`config.mk`:
```
export PLATFORM = sky130hd
export DESIGN_NAME = base32_char_decoder
export DESIGN_NICKNAME = d
export VERILOG_FILES = /design/src/hdl/b32d_pkg.sv /design/src/hdl/base32_char_decoder.sv /design/src/hdl/b32d_result_fifo.sv
export SDC_FILE = /design/constraint.sdc
export NUM_CORES = 1
export LEC_CHECK = 0
export BUFFER_PORTS_ARGS = -buffer_cell sky130_fd_sc_hd__buf_2
export CAP_MARGIN = 20
export CORE_MARGIN = 1.5
export CORE_UTILIZATION = 57
export CTS_CLUSTER_SIZE = 20
export DETAILED_ROUTE_END_ITERATION = 10
export HOLD_SLACK_MARGIN = 0.05
export PLACE_DENSITY = 0.75
export SLEW_MARGIN = 20
export SYNTH_ARGS = -nofsm -noshare
export SYNTH_HDL_FRONTEND = slang
export SYNTH_SLANG_ARGS = --single-unit
```
`constraint.sdc`:
```
create_clock -name clk -period 6 [get_ports clk]
set_input_delay 1.2 -clock clk [delete_from_list [all_inputs] [get_ports clk]]
set_output_delay 1.2 -clock clk [all_outputs]
set_load 0.03 [all_outputs]
```
`src/hdl/b32d_pkg.sv`:
```
// b32d_pkg: shared types and constants for the base32 character decoder.
// No dependencies; used by b32d_result_fifo and base32_char_decoder.
`timescale 1ns / 1ps

package b32d_pkg;

  localparam logic [7:0] CHAR_PAD   = 8'h3D;  // '='
  localparam logic [7:0] CHAR_UC_A  = 8'h41;  // 'A'
  localparam logic [7:0] CHAR_UC_Z  = 8'h5A;  // 'Z'
  localparam logic [7:0] CHAR_LC_A  = 8'h61;  // 'a'
  localparam logic [7:0] CHAR_LC_Z  = 8'h7A;  // 'z'
  localparam logic [7:0] CHAR_DIG_2 = 8'h32;  // '2'
  localparam logic [7:0] CHAR_DIG_7 = 8'h37;  // '7'
  localparam logic [4:0] DIGIT_BASE = 5'd26;

  localparam int unsigned STORE_W = 12;
  localparam int unsigned COUNT_W = 4;

  // one decoded result word
  typedef struct packed {
    logic       run_last;
    logic       bad_char;
    logic       message_end;
    logic       byte_valid;
    logic [7:0] out_byte;
  } result_t;

  // write side of the result queue: zero, one or two words per cycle
  typedef struct packed {
    logic [1:0] count;
    result_t    first;
    result_t    second;
  } push_t;

endpackage

```
`src/hdl/base32_char_decoder.sv`:
```
// base32_char_decoder: top level, base32 text to bytes.
// Depends on b32d_pkg and b32d_result_fifo.
`timescale 1ns / 1ps

// Usage
//   in_*  : one base32 character per word, in_tlast on the message's last one.
//   out_* : decoded results. tdata is the byte, tlast marks message end,
//           tuser flags byte_valid, bad_char and run_last.
//   cfg_* : pad_partial; write only while the block is idle. cfg_ready is 1.
// Each accepted character is decoded in the cycle it is taken: the bit store
// and flags update at that edge and its results (none, one or two) enter a
// small result queue, from which they are handed out on out_* in order. One
// character per cycle is sustained while out_tready stays high and each character
// yields at most one result; a character that yields two (decoded byte plus
// padded final byte) adds a word that must drain through the single output
// port of the queue. in_tready drops only when the queue has no space for two
// more results, so stalls on out_tready back up into in_tready after
// FIFO_DEPTH-1 words. Reset clears the bit store, the flags, the queue and
// pad_partial; no results are pending after reset.
module base32_char_decoder #(
  parameter int unsigned FIFO_DEPTH = 4   // 2 or more
) (
  input  logic       clk,
  input  logic       rst_n,
  input  logic       in_tvalid,
  output logic       in_tready,
  input  logic [7:0] in_tdata,    // [7:0] in_char
  input  logic       in_tlast,    // in_last
  output logic       out_tvalid,
  input  logic       out_tready,
  output logic [7:0] out_tdata,   // [7:0] out_byte
  output logic       out_tlast,   // message_end
  output logic [2:0] out_tuser,   // [0] byte_valid, [1] bad_char, [2] run_last
  input  logic       cfg_valid,
  output logic       cfg_ready,
  input  logic       cfg_data     // pad_partial
);

  localparam int unsigned SW = b32d_pkg::STORE_W;
  localparam int unsigned CW = b32d_pkg::COUNT_W;

  logic          pad_partial_r;
  logic [SW-1:0] bit_store_r, bit_store_nxt;
  logic [CW-1:0] bit_count_r, bit_count_nxt;
  logic          stopped_r, stopped_nxt;
  logic          error_seen_r, error_seen_nxt;

  logic          in_fire;
  logic          is_pad, is_sym;
  logic [4:0]    sym_val;
  logic [SW-1:0] store_sh, store_dec, store_mask, pad_word;
  logic [CW-1:0] sum_cnt, dec_sh, cnt_new;
  logic [SW-1:0] dec_word;
  logic          take_sym, emit, emit_pad;

  b32d_pkg::result_t res_dec, res_pad, res_empty;
  b32d_pkg::push_t   push;
  b32d_pkg::result_t head;
  logic              room;
  logic              head_valid;

  assign cfg_ready = 1'b1;
  assign in_tready = room;
  assign in_fire   = in_tvalid && in_tready;

  always_ff @(posedge clk) begin
    if (!rst_n) begin
      pad_partial_r <= 1'b0;
    end else if (cfg_valid) begin
      pad_partial_r <= cfg_data;
    end
  end

  // character classification
  always_comb begin
    is_pad  = (in_tdata == b32d_pkg::CHAR_PAD);
    is_sym  = 1'b1;
    sym_val = '0;
    if (in_tdata inside {[b32d_pkg::CHAR_UC_A : b32d_pkg::CHAR_UC_Z]}) begin
      sym_val = 5'(in_tdata - b32d_pkg::CHAR_UC_A);
    end else if (in_tdata inside {[b32d_pkg::CHAR_DIG_2 : b32d_pkg::CHAR_DIG_7]}) begin
      sym_val = 5'(in_tdata - b32d_pkg::CHAR_DIG_2) + b32d_pkg::DIGIT_BASE;
    end else if (in_tdata inside {[b32d_pkg::CHAR_LC_A : b32d_pkg::CHAR_LC_Z]}) begin
      sym_val = 5'(in_tdata - b32d_pkg::CHAR_LC_A);
    end else begin
      is_sym = 1'b0;
    end
  end

  // shift-in and byte extraction
  always_comb begin
    take_sym   = !stopped_r && !is_pad && is_sym;
    store_sh   = {bit_store_r[SW-6:0], sym_val};
    sum_cnt    = bit_count_r + CW'(5);
    emit       = take_sym && (sum_cnt >= CW'(8));
    dec_sh     = sum_cnt - CW'(8);
    dec_word   = store_sh >> dec_sh;
    store_mask = (SW'(1) << dec_sh) - SW'(1);
    store_dec  = store_sh & store_mask;

    if (!take_sym) begin
      cnt_new       = bit_count_r;
      bit_store_nxt = bit_store_r;
    end else if (emit) begin
      cnt_new       = dec_sh;
      bit_store_nxt = store_dec;
    end else begin
      cnt_new       = sum_cnt;
      bit_store_nxt = store_sh;
    end

    stopped_nxt    = stopped_r || is_pad || !is_sym;
    error_seen_nxt = error_seen_r || (!stopped_r && !is_pad && !is_sym);

    // leftover bits sit in the high end of the padded byte
    pad_word = bit_store_nxt << (CW'(8) - cnt_new);
    emit_pad = in_tlast && pad_partial_r && !stopped_nxt && (cnt_new != '0);
    bit_count_nxt = cnt_new;
  end

  // result assembly: message end and run_last go on the final word
  always_comb begin
    res_dec   = '{run_last: 1'b0, bad_char: 1'b0, message_end: 1'b0,
                  byte_valid: 1'b1, out_byte: dec_word[7:0]};
    res_pad   = '{run_last: 1'b0, bad_char: 1'b0, message_end: 1'b0,
                  byte_valid: 1'b1, out_byte: pad_word[7:0]};
    res_empty = '{run_last: 1'b0, bad_char: 1'b0, message_end: 1'b0,
                  byte_valid: 1'b0, out_byte: 8'd0};
    push = '{count: 2'd0, first: res_empty, second: res_empty};

    if (emit && emit_pad) begin
      push.count  = 2'd2;
      push.first  = res_dec;
      push.second = res_pad;
    end else if (emit) begin
      push.count = 2'd1;
      push.first = res_dec;
    end else if (emit_pad) begin
      push.count = 2'd1;
      push.first = res_pad;
    end else if (in_tlast) begin
      push.count = 2'd1;
    end

    if (push.count == 2'd2) begin
      push.second.run_last    = 1'b1;
      push.second.message_end = 1'b1;
      push.second.bad_char    = error_seen_nxt;
    end else begin
      push.first.run_last    = 1'b1;
      push.first.message_end = in_tlast;
      push.first.bad_char    = in_tlast && error_seen_nxt;
    end

    if (!in_fire) begin
      push.count = 2'd0;
    end
  end

  always_ff @(posedge clk) begin
    if (!rst_n) begin
      bit_store_r  <= '0;
      bit_count_r  <= '0;
      stopped_r    <= 1'b0;
      error_seen_r <= 1'b0;
    end else if (in_fire) begin
      if (in_tlast) begin
        bit_store_r  <= '0;
        bit_count_r  <= '0;
        stopped_r    <= 1'b0;
        error_seen_r <= 1'b0;
      end else begin
        bit_store_r  <= bit_store_nxt;
        bit_count_r  <= bit_count_nxt;
        stopped_r    <= stopped_nxt;
        error_seen_r <= error_seen_nxt;
      end
    end
  end

  b32d_result_fifo #(
    .DEPTH (FIFO_DEPTH)
  ) u_fifo (
    .clk        (clk),
    .rst_n      (rst_n),
    .push       (push),
    .room       (room),
    .head_valid (head_valid),
    .head       (head),
    .pop        (out_tready)
  );

  assign out_tvalid = head_valid;
  assign out_tdata  = head.out_byte;
  assign out_tlast  = head.message_end;
  assign out_tuser  = {head.run_last, head.bad_char, head.byte_valid};

  // message end is always the last word of its character
  a_end_is_run_last: assert property (@(posedge clk) disable iff (!rst_n)
    out_tvalid && out_tlast |-> out_tuser[2])
    else $error("message end without run_last");

  // error flag only rides on the message-end word
  a_bad_only_at_end: assert property (@(posedge clk) disable iff (!rst_n)
    out_tvalid && out_tuser[1] |-> out_tlast)
    else $error("bad_char outside message end");

  // a word without a byte carries zero and closes the message
  a_empty_word: assert property (@(posedge clk) disable iff (!rst_n)
    out_tvalid && !out_tuser[0] |-> (out_tdata == 8'd0) && out_tlast)
    else $error("empty result malformed");

  // the bit store never holds a full byte between characters
  a_count_range: assert property (@(posedge clk) disable iff (!rst_n)
    bit_count_r < CW'(8))
    else $error("bit count out of range");

  // a character closing the message leaves clean state behind
  a_clear_after_end: assert property (@(posedge clk) disable iff (!rst_n)
    in_fire && in_tlast |=> (bit_count_r == '0) && !stopped_r && !error_seen_r)
    else $error("state not cleared after message end");

endmodule

```
`src/hdl/b32d_result_fifo.sv`:
```
// b32d_result_fifo: small result queue that takes up to two words per cycle
// and hands out one. Depends on b32d_pkg (result_t, push_t).
`timescale 1ns / 1ps

module b32d_result_fifo #(
  parameter int unsigned DEPTH = 4
) (
  input  logic              clk,
  input  logic              rst_n,
  input  b32d_pkg::push_t   push,
  output logic              room,       // space for two more words
  output logic              head_valid,
  output b32d_pkg::result_t head,
  input  logic              pop
);

  localparam int unsigned PTR_W = (DEPTH > 1) ? $clog2(DEPTH) : 1;
  localparam int unsigned CNT_W = $clog2(DEPTH + 1);

  b32d_pkg::result_t mem [DEPTH];

  logic [PTR_W-1:0] wr_ptr_r, wr_ptr_nxt;
  logic [PTR_W-1:0] rd_ptr_r, rd_ptr_nxt;
  logic [CNT_W-1:0] cnt_r, cnt_nxt;
  logic [PTR_W-1:0] wr_ptr_p1;
  logic             do_pop;

  assign wr_ptr_p1  = (wr_ptr_r == PTR_W'(DEPTH - 1)) ? '0 : wr_ptr_r + PTR_W'(1);
  assign do_pop     = pop && (cnt_r != '0);
  assign head_valid = (cnt_r != '0);
  assign room       = (cnt_r <= CNT_W'(DEPTH - 2));

  always_ff @(posedge clk) begin
    if (push.count != 2'd0) begin
      mem[wr_ptr_r] <= push.first;
    end
    if (push.count == 2'd2) begin
      mem[wr_ptr_p1] <= push.second;
    end
  end

  assign head = mem[rd_ptr_r];

  always_comb begin
    wr_ptr_nxt = wr_ptr_r;
    rd_ptr_nxt = rd_ptr_r;
    case (push.count)
      2'd1:    wr_ptr_nxt = wr_ptr_p1;
      2'd2:    wr_ptr_nxt = (wr_ptr_p1 == PTR_W'(DEPTH - 1)) ? '0 : wr_ptr_p1 + PTR_W'(1);
      default: wr_ptr_nxt = wr_ptr_r;
    endcase
    if (do_pop) begin
      rd_ptr_nxt = (rd_ptr_r == PTR_W'(DEPTH - 1)) ? '0 : rd_ptr_r + PTR_W'(1);
    end
    cnt_nxt = cnt_r + CNT_W'(push.count) - CNT_W'(do_pop);
  end

  always_ff @(posedge clk) begin
    if (!rst_n) begin
      wr_ptr_r <= '0;
      rd_ptr_r <= '0;
      cnt_r    <= '0;
    end else begin
      wr_ptr_r <= wr_ptr_nxt;
      rd_ptr_r <= rd_ptr_nxt;
      cnt_r    <= cnt_nxt;
    end
  end

endmodule

```
==> flow_summary.ini, run 1 <==
[outcome]
status = complete, no violations

[job]
maxCapViolCount = 0

[sta]
period_needed_ns = 4.83
setup_viol = 0
slew_headroom = 0.348
finalSetupTns_ns = 0
worst_pin_slew_ns = 0.971
fmax_ghz = 0.207
drv_slew = 0
grt_setup_unrepaired = false
period_share = 0.805
finClkSkew_ns = 0.0130
hold_viol = 0

[setup_path]
rr_startpoint = bit_count_r[1]
path_buf_inv = 3
cp_top_family = compound AO/OA/AOI/OAI gates
crit_path_frequent_cell = ha_1
cp-end-kind = flip-flop
cp_slowest_stage_delay_ns = 0.39
path_max_fanout = 9
crit_path_start = in_tdata[0]
critPathRequiredTime_ns = 6.06
cp_cell_sequence = buf_2, inv_1, ha_1, nand2b_1, a211o_1, nand2_4, o21ai_2, nor2_1, a21oi_1, ha_1, a21oi_1, nand3_1, o21ai_0, or2_2, ha_1, nand2_1, o21ai_0, buf_4
worst_ep_arrival_time_ns = 4.90
cp-start-kind = primary input
critPathSlowestCell = a21oi_1
path_class = in2reg

[power]
power_density_nw_per_um2 = 266
leakage_nw = 2.09
total_power_w = 0.00152
ir_drop_mv = 0.164

[cells_and_area]
fill_cells = 721
drive_above_1_share = 0.169
fin_nets = 614
mostFrequentLayoutCells = nand2_1 (49), edfxtp_1 (48), nor2_1 (40)
mostFrequentLayoutCell = nand2_1
n_antenna_cell = 0
area_delta_synth_final_pct = 8.61
final_core_util = 0.648

[yosys]
ys_types = 83
synth.yosys.seq_area_share = 0.364
ys_warn_count = 0
avgSynthCellArea_sq_um = 9.51
synth_edf_count = 48
synth_ff_type = edfxtp_1
yosys_register_bits = 72
synthArstFlopShare = 0
syn-num-nets = 595
syn_area_sq_um = 5280
synth_cells = 555

[clock_tree]
worstSkewPairLatency_ns = 0.36
clk_pin_slew_ns = 0.09
cts_resized = 0
cts_tree = done
numClockSinks = 72
cts_hold_buf = 0
cts_buffer_depth = 2
cts_root_buf = clkbuf_8
tritoncts.num_buffers = 9
htreeDepth = 3
post-cts-setup-buffers = 0

[routing]
drtPass1Iterations = 5
wl_per_cell_um = 18.5
ant_nets = 0
drt-total-wl_um = 12700
dr.first_iter.drc_count = 465
route.detailed.drc = 0
via_per_inst = 6.38
vias = 4385

[global_route]
grt_start_max_net_pins = 27
grt_overflow = 0
grt_pass1_vias = 4168
antenna_found_initial = 0
grt_usage = 0.268
grt_pass1_wl_um = 20800

[placed_design]
place_congestion = 0.936
dpl.hpwl_um = 9420
portBuffers = 28

[floorplan]
start_util = 0.596
core_region_area_sq_um = 8850
die_h_um = 99.2
rows = 34
ios = 30
die-area_sq_um = 9850
die-width_um = 99.2

[worst_hold_path]
hp-start = error_seen_r
min_path_type = reg2reg
==> logic make-up (layout without fill, tap and decap cells) <==
group                      count (synthesis)  in the layout  share of synthesized area
muxes                                     40             40                      0.114
other                                      1              1                   0.000711
DFF                                       72             72                      0.364
buffers and inverters                     61             85                     0.0510
and+or+nand+nor                          185            185                      0.181
AOI/OAI and AO/OA                        151            151                      0.194
xor gates and xnor gates                  20             20                     0.0346
adders and majority gates                 25             25                     0.0607
==> worst register-to-register path, stage by stage, from the launching register on <==
cell,delay (ns)
dfxtp_1,0.58
ha_1,0.52
nor2b_1,0.19
a22o_1,0.27
nand2_1,0.14
ha_1,0.29
or3b_1,0.37
nand3_1,0.08
a21oi_1,0.09
a311oi_1,0.67
o32ai_2,0.26
mux2i_2,0.39
a32oi_1,0.29
mux2i_1,0.25
==> worst paths after layout <==
path | to | slack [ns] | cells after the start
setup / recovery | u_fifo.mem[0][3] | 1.17 | 18
hold / removal | error_seen_r | 0.52 | 2
hold reg to reg | error_seen_r | 0.52 | 2
setup reg to reg | u_fifo.mem[2][7] | 1.44 | 13
==> power breakdown <==
group          internal [W]  leakage, nW  switching [W]
Clock              0.000281        0.125       0.000200
Combinational      0.000172         1.34       0.000267
Sequential         0.000563        0.627      0.0000395
Total               0.00102         2.09       0.000507
==> metrics by stage <==
step | instance area (sq um) | setup slack, ns | hold WS (ns) | cells
2_1_floorplan | 5280 | 0.775 | 0.432 | 555
3_3_place_gp | 5480 | 0.947 | 0.444 | 671
3_5_place_dp | 5480 | 0.851 | 0.497 | 671
4_1_cts | 5730 | 1.21 | 0.520 | 687
5_1_grt | 5730 | 0.863 | 0.539 | 687
6_report | 5730 | 1.17 | 0.516 | 687
==> layout make-up <==
class / instances / area (sq um) / area share
Multi-Input combinational cell: 422 / 3090 / 0.539
Sequential cell: 72 / 1920 / 0.335
Timing Repair Buffer: 40 / 230 / 0.0402
Tap cell: 108 / 135 / 0.0236
Clock inverter: 7 / 125 / 0.0218
Clock buffer: 9 / 124 / 0.0216
Inverter: 29 / 109 / 0.0190
==> registers in the layout (all words and copies together), names as in the netlist, named ones only <==
| register | cells |
|---|---|
| stopped_r | 1 |
| u_fifo.wr_ptr_r | 2 |
| u_fifo.cnt_r | 3 |
| error_seen_r | 1 |
| u_fifo.mem | 48 |
| u_fifo.rd_ptr_r | 2 |
| pad_partial_r | 1 |
| bit_count_r | 4 |
| bit_store_r | 8 |
==> cell usage after synthesis (5+ instances only) <==
master     n  share of area
a31oi_1    8         0.0095
nor2b_1   20          0.024
edfxtp_1  48           0.27
clkbuf_1  14          0.010
nand2b_1   5         0.0059
nor4_1     6         0.0071
nor3_1    13          0.012
inv_1     28          0.020
nand3_1    9         0.0085
mux4_2    14          0.060
a22oi_1    7          0.010
mux2_2     7          0.015
buf_2      8         0.0076
a21oi_1   38          0.036
o21ai_0   38          0.036
o22ai_1    9          0.011
mux2i_1   17          0.032
nor2_1    40          0.028
and2_1    16          0.019
xnor2_1   15          0.025
ha_1      24          0.057
dfxtp_1   24          0.091
nand2_1   49          0.035
==> routing by layer <==
layer  vias up  part of all wire  GRT usage
met5         -                 0          0
met4         0             0.019     0.0953
met3        23             0.071     0.0457
met2       201              0.47      0.435
met1      2072              0.44      0.365
li1       2089                 -          -
Power figures use the tool's default switching activity.
==> inputs of run 2 (changes only) <==
==> constraint.sdc (replaced) <==
create_clock -name clk -period 4.9 [get_ports clk]
set_input_delay 0.98 -clock clk [delete_from_list [all_inputs] [get_ports clk]]
set_output_delay 0.98 -clock clk [all_outputs]
set_load 0.03 [all_outputs]
==> flow_summary.ini, run 2 (synthesis results as in run 1) <==
[setup_path]
cp-start-kind = flip-flop
path_buf_inv = 1
critPathSlowestCell = a311oi_1
crit_path_frequent_cell = ha_1
cp_cell_sequence = ha_1, buf_4, nor2_1, a22o_1, nand2_1, ha_1, or3b_1, nand3_1, a21oi_1, a311oi_1, o32ai_2, mux2i_2, a32oi_1, mux2i_1
rr_startpoint = bit_count_r[1]
cp_num_cells = 14
reg2reg_to = u_fifo.mem[2][7]
reg2reg_slack_ns = 0.53
cp_top_family = compound AO/OA/AOI/OAI gates
cp_slowest_stage_delay_ns = 0.72
r2r_cells = 14
path_max_fanout = 10
cp-end-kind = flip-flop
worst_ep_arrival_time_ns = 4.57
critPathRequiredTime_ns = 5.10
path_class = reg2reg

[cells_and_area]
mostFrequentLayoutCells = nand2_1 (49), edfxtp_1 (48), nor2_1 (40)
n_antenna_cell = 0
area_delta_synth_final_pct = 7.85
final_core_util = 0.643
largest_registers = u_fifo.mem (48), bit_store_r (8), bit_count_r (4)
fin_nets = 619
mostFrequentLayoutCell = nand2_1
largest_register_ffs = 48
drive_above_1_share = 0.175
largest-register = u_fifo.mem
fill_cells = 753

[global_route]
grt_pass1_vias = 4238
grt_start_max_net_pins = 30
grt_overflow = 0
grt_usage = 0.277
antenna_found_initial = 0
grt_pass1_wl_um = 21300

[worst_hold_path]
hold_end = error_seen_r
min_path_type = reg2reg
hp-start = error_seen_r
hold-path-cell-count = 2

[clock_tree]
worstSkewPairLatency_ns = 0.37
clk_pin_slew_ns = 0.08
cts_root_buf = clkbuf_8
post-cts-setup-buffers = 0
cts_tree = done
htreeDepth = 3
cts_resized = 0
numClockSinks = 72
cts_hold_buf = 0
cts_buffer_depth = 2
tritoncts.num_buffers = 9

[routing]
wl_met1_um = 5500
dr.first_iter.drc_count = 392
drt-total-wl_um = 13100
via_per_inst = 6.43
drtPass1Iterations = 6
wl_met2_um = 6190
vias = 4451
wl_met3_um = 1040
route.detailed.drc = 0
ant_nets = 0
top_layer = met4
wl_per_cell_um = 18.9

[sta]
setup_viol = 0
fmax_ghz = 0.229
hold-worst-slack_ns = 0.476
drv_slew = 0
period_share = 0.892
finalSetupTns_ns = 0
grt_setup_unrepaired = false
setup_ws_ns = 0.530
slew_headroom = 0.428
hold_viol = 0
worst_pin_slew_ns = 0.853
period_needed_ns = 4.37
finClkSkew_ns = 0.0104

[power]
netSwitchingPower_w = 0.000631
seq_power_share = 0.428
power_density_nw_per_um2 = 303
sw_frac_of_total = 0.366
leakage_nw = 2.08
pwr-share-clk = 0.253
comb_power_share = 0.319
ir_drop_mv = 0.143
total_power_w = 0.00172
p_int_w = 0.00109

[floorplan]
rows = 34
start_util = 0.596
die-area_sq_um = 9850
ios = 30
die_h_um = 99.2
core_region_area_sq_um = 8850
die-width_um = 99.2

[job]
maxCapViolCount = 0

[outcome]
status = complete, no violations

[placed_design]
post-place-ws_ns = 0.247
place_congestion = 0.960
portBuffers = 28
dpl.hpwl_um = 9620
run 2: cell types whose count changed in the layout (fill, tap and decap cells not counted), sizes merged:
| cell | change |
|---|---|
| bufinv | -3 |
| buf | +5 |
| clkbuf | +1 |
| clkinvlp | +1 |
| clkinv | +3 |
| inv | -2 |
run 2: worst register-to-register path, cell delays in order, from the launching register on:
cell      delay (ns)
dfxtp_1         0.45
ha_1            0.26
buf_4           0.18
nor2_1          0.10
a22o_1          0.25
nand2_1         0.14
ha_1            0.29
or3b_1          0.36
nand3_1         0.09
a21oi_1         0.09
a311oi_1        0.72
o32ai_2         0.26
mux2i_2         0.45
a32oi_1         0.32
mux2i_1         0.26
run 2: cell type report:
class	instances	area (sq um)	area share
inverter	29	109	0.0191
timing repair buffer	45	268	0.0470
clock inverter	6	43.8	0.00769
multi-input combinational	422	3090	0.542
sequential	72	1920	0.338
tap	108	135	0.0237
clock buffer	10	128	0.0224
run 2: per-layer routing:
layer	vias up	global-route usage
met3	33	0.0471
met1	2092	0.365
met4	0	0.118
met2	221	0.451
met5	-	0
li1	2105	-
run 2: worst max-delay path by stage:
stage | startpoint | end | slack [ns]
2_1_floorplan | in_tdata[3] | u_fifo.mem[3][0] | -0.1
3_3_place_gp | in_tdata[0] | u_fifo.mem[1][10] | 0.39
3_5_place_dp | in_tdata[0] | u_fifo.mem[1][11] | 0.25
4_1_cts | in_tdata[0] | u_fifo.mem[1][6] | 0.60
5_1_grt | in_tdata[0] | u_fifo.mem[1][6] | 0.28
6_report | bit_count_r[1] | u_fifo.mem[2][7] | 0.53
run 2: power by group through the flow:
stage | Combinational (W) | Clock [W] | Sequential (W)
2_1_floorplan | 0.000431 | 0 | 0.000723
3_3_place_gp | 0.000530 | 0 | 0.000750
3_5_place_dp | 0.000541 | 0 | 0.000753
4_1_cts | 0.000546 | 0.000442 | 0.000739
5_1_grt | 0.000595 | 0.000459 | 0.000746
6_report | 0.000549 | 0.000436 | 0.000737
run 2: per-stage QoR:
step / std cells / cell area [sq um]
after floorplan: 555 / 5280
after global routing: 692 / 5690
after global placement: 676 / 5520
final: 692 / 5690
after CTS: 692 / 5690
after detailed placement: 676 / 5520
==> inputs of run 3 (changes only) <==
==> constraint.sdc (replaced) <==
create_clock -name clk -period 4.4 [get_ports clk]
set_input_delay 0.88 -clock clk [delete_from_list [all_inputs] [get_ports clk]]
set_output_delay 0.88 -clock clk [all_outputs]
set_load 0.03 [all_outputs]
==> flow_summary.ini, run 3 (synthesis results as in run 1) <==
[routing]
route.detailed.drc = 0
dr.first_iter.drc_count = 457
drtPass1Iterations = 5
via_per_inst = 6.43
wl_per_cell_um = 18.6
vias = 4472
ant_nets = 0
drt-total-wl_um = 13000

[floorplan]
core_region_area_sq_um = 8850
die-area_sq_um = 9850
ios = 30
start_util = 0.596
die_h_um = 99.2
rows = 34
die-width_um = 99.2

[setup_path]
cp_cell_sequence = buf_2, inv_1, ha_1, nor2b_1, a21oi_2, nand2_4, o21ai_2, nor2_1, a21oi_1, ha_2, a21oi_2, nand3_1, o21ai_0, or2_2, ha_1, o21ai_2
path_class = in2reg
cp_slowest_stage_delay_ns = 0.64
critPathSlowestCell = o21ai_2
cp-start-kind = primary input
reg2reg_slack_ns = 0.35
critPathRequiredTime_ns = 4.38
path_max_fanout = 12
cp-end-kind = flip-flop
worst_ep_arrival_time_ns = 4.07

[sta]
period_needed_ns = 4.09
grt_setup_unrepaired = false
finClkSkew_ns = 0.0153
worst_pin_slew_ns = 0.818
setup_viol = 0
slew_headroom = 0.451
drv_slew = 0
hold_viol = 0
period_share = 0.929
fmax_ghz = 0.245

[clock_tree]
cts_tree = done
cts_root_buf = clkbuf_8
htreeDepth = 3
clk_pin_slew_ns = 0.08
numClockSinks = 72
worstSkewPairLatency_ns = 0.36
tritoncts.num_buffers = 9
cts_buffer_depth = 2
cts_hold_buf = 0

[global_route]
grt_pass1_wl_um = 21100
antenna_found_initial = 0
grt_overflow = 0
grt_pass1_vias = 4111
grt_usage = 0.272
grt_start_max_net_pins = 29

[placed_design]
dpl.hpwl_um = 9690
placed_area_sq_um = 5580
dp.cells = 680
place_congestion = 0.984
portBuffers = 28

[cells_and_area]
mostFrequentLayoutCell = nand2_1
layout.cells.non_filler = 696
largest_register_ffs = 48
largest_registers = u_fifo.mem (48), bit_store_r (8), bit_count_r (4)
n_antenna_cell = 0
drive_above_1_share = 0.197
mostFrequentLayoutCells = nand2_1 (49), edfxtp_1 (48), nor2_1 (38)
finish.instance_area_sq_um = 5760
fin_nets = 623
area_delta_synth_final_pct = 9.08
largest-register = u_fifo.mem

[outcome]
status = complete, no violations

[power]
ir_drop_mv = 0.186
leakage_nw = 2.11
power_density_nw_per_um2 = 332

[job]
maxCapViolCount = 0

[worst_hold_path]
min_path_type = reg2reg
[run 3: cell type report]
type                            instances  area [sq um]
Multi-Input combinational cell        422          3120
Fill cell                             745          3090
Sequential cell                        72          1920
Timing Repair Buffer                   49           298
Tap cell                              108           135
Clock buffer                           10           128
Inverter                               29           109
Clock inverter                          6          43.8
[run 3: per-layer routing]
metal | up-vias | GRT usage | part of all wire
met3 | 28 | 0.0401 | 0.075
met5 | - | 0 | 0
li1 | 2111 | - | -
met4 | 0 | 0.0932 | 0.019
met2 | 233 | 0.437 | 0.47
met1 | 2100 | 0.380 | 0.44
[run 3: path summary, 6_finish.rpt]
check | start | endpoint | cells past startpoint
setup / recovery | in_tdata[0] | u_fifo.mem[3][7] | 16
hold / removal | error_seen_r | error_seen_r | 2
setup reg to reg | bit_count_r[0] | u_fifo.mem[1][7] | 14
hold reg to reg | error_seen_r | error_seen_r | 2
[run 3: stage by stage]
step | total power, W | setup TNS, ns | hold WS (ns) | util | worst slack (ns)
global placement | 0.00144 | 0 | 0.445 | 0.630 | 0.0732
finish | 0.00191 | 0 | 0.491 | 0.651 | 0.310
detailed placement | 0.00145 | -0.570 | 0.464 | 0.630 | -0.0481
global route | 0.00201 | 0 | 0.526 | 0.651 | 0.0637
floorplan | 0.00129 | 0 | 0.432 | - | 0.00553
CTS | 0.00191 | 0 | 0.484 | 0.650 | 0.261
[run 3: what timing repair did]
action                                  CTS  global route
endpoints found under the setup margin    0             4
buffers inserted                          0             0
resized for setup                         0             2
[run 3: power breakdown]
group | internal [W] | switching, W
clock | 0.000207 | 0.000271
sequential | 0.000768 | 0.0000522
combinational | 0.000243 | 0.000373
total | 0.00122 | 0.000695
[run 3: worst max-delay path: cells and delay by family]
kind	cells	cell delay [ns]
buffers and inverters	2	0.25
and+or+nand+nor	5	0.77
adders and majority gates	3	0.78
AOI/OAI and AO/OA	6	1.39
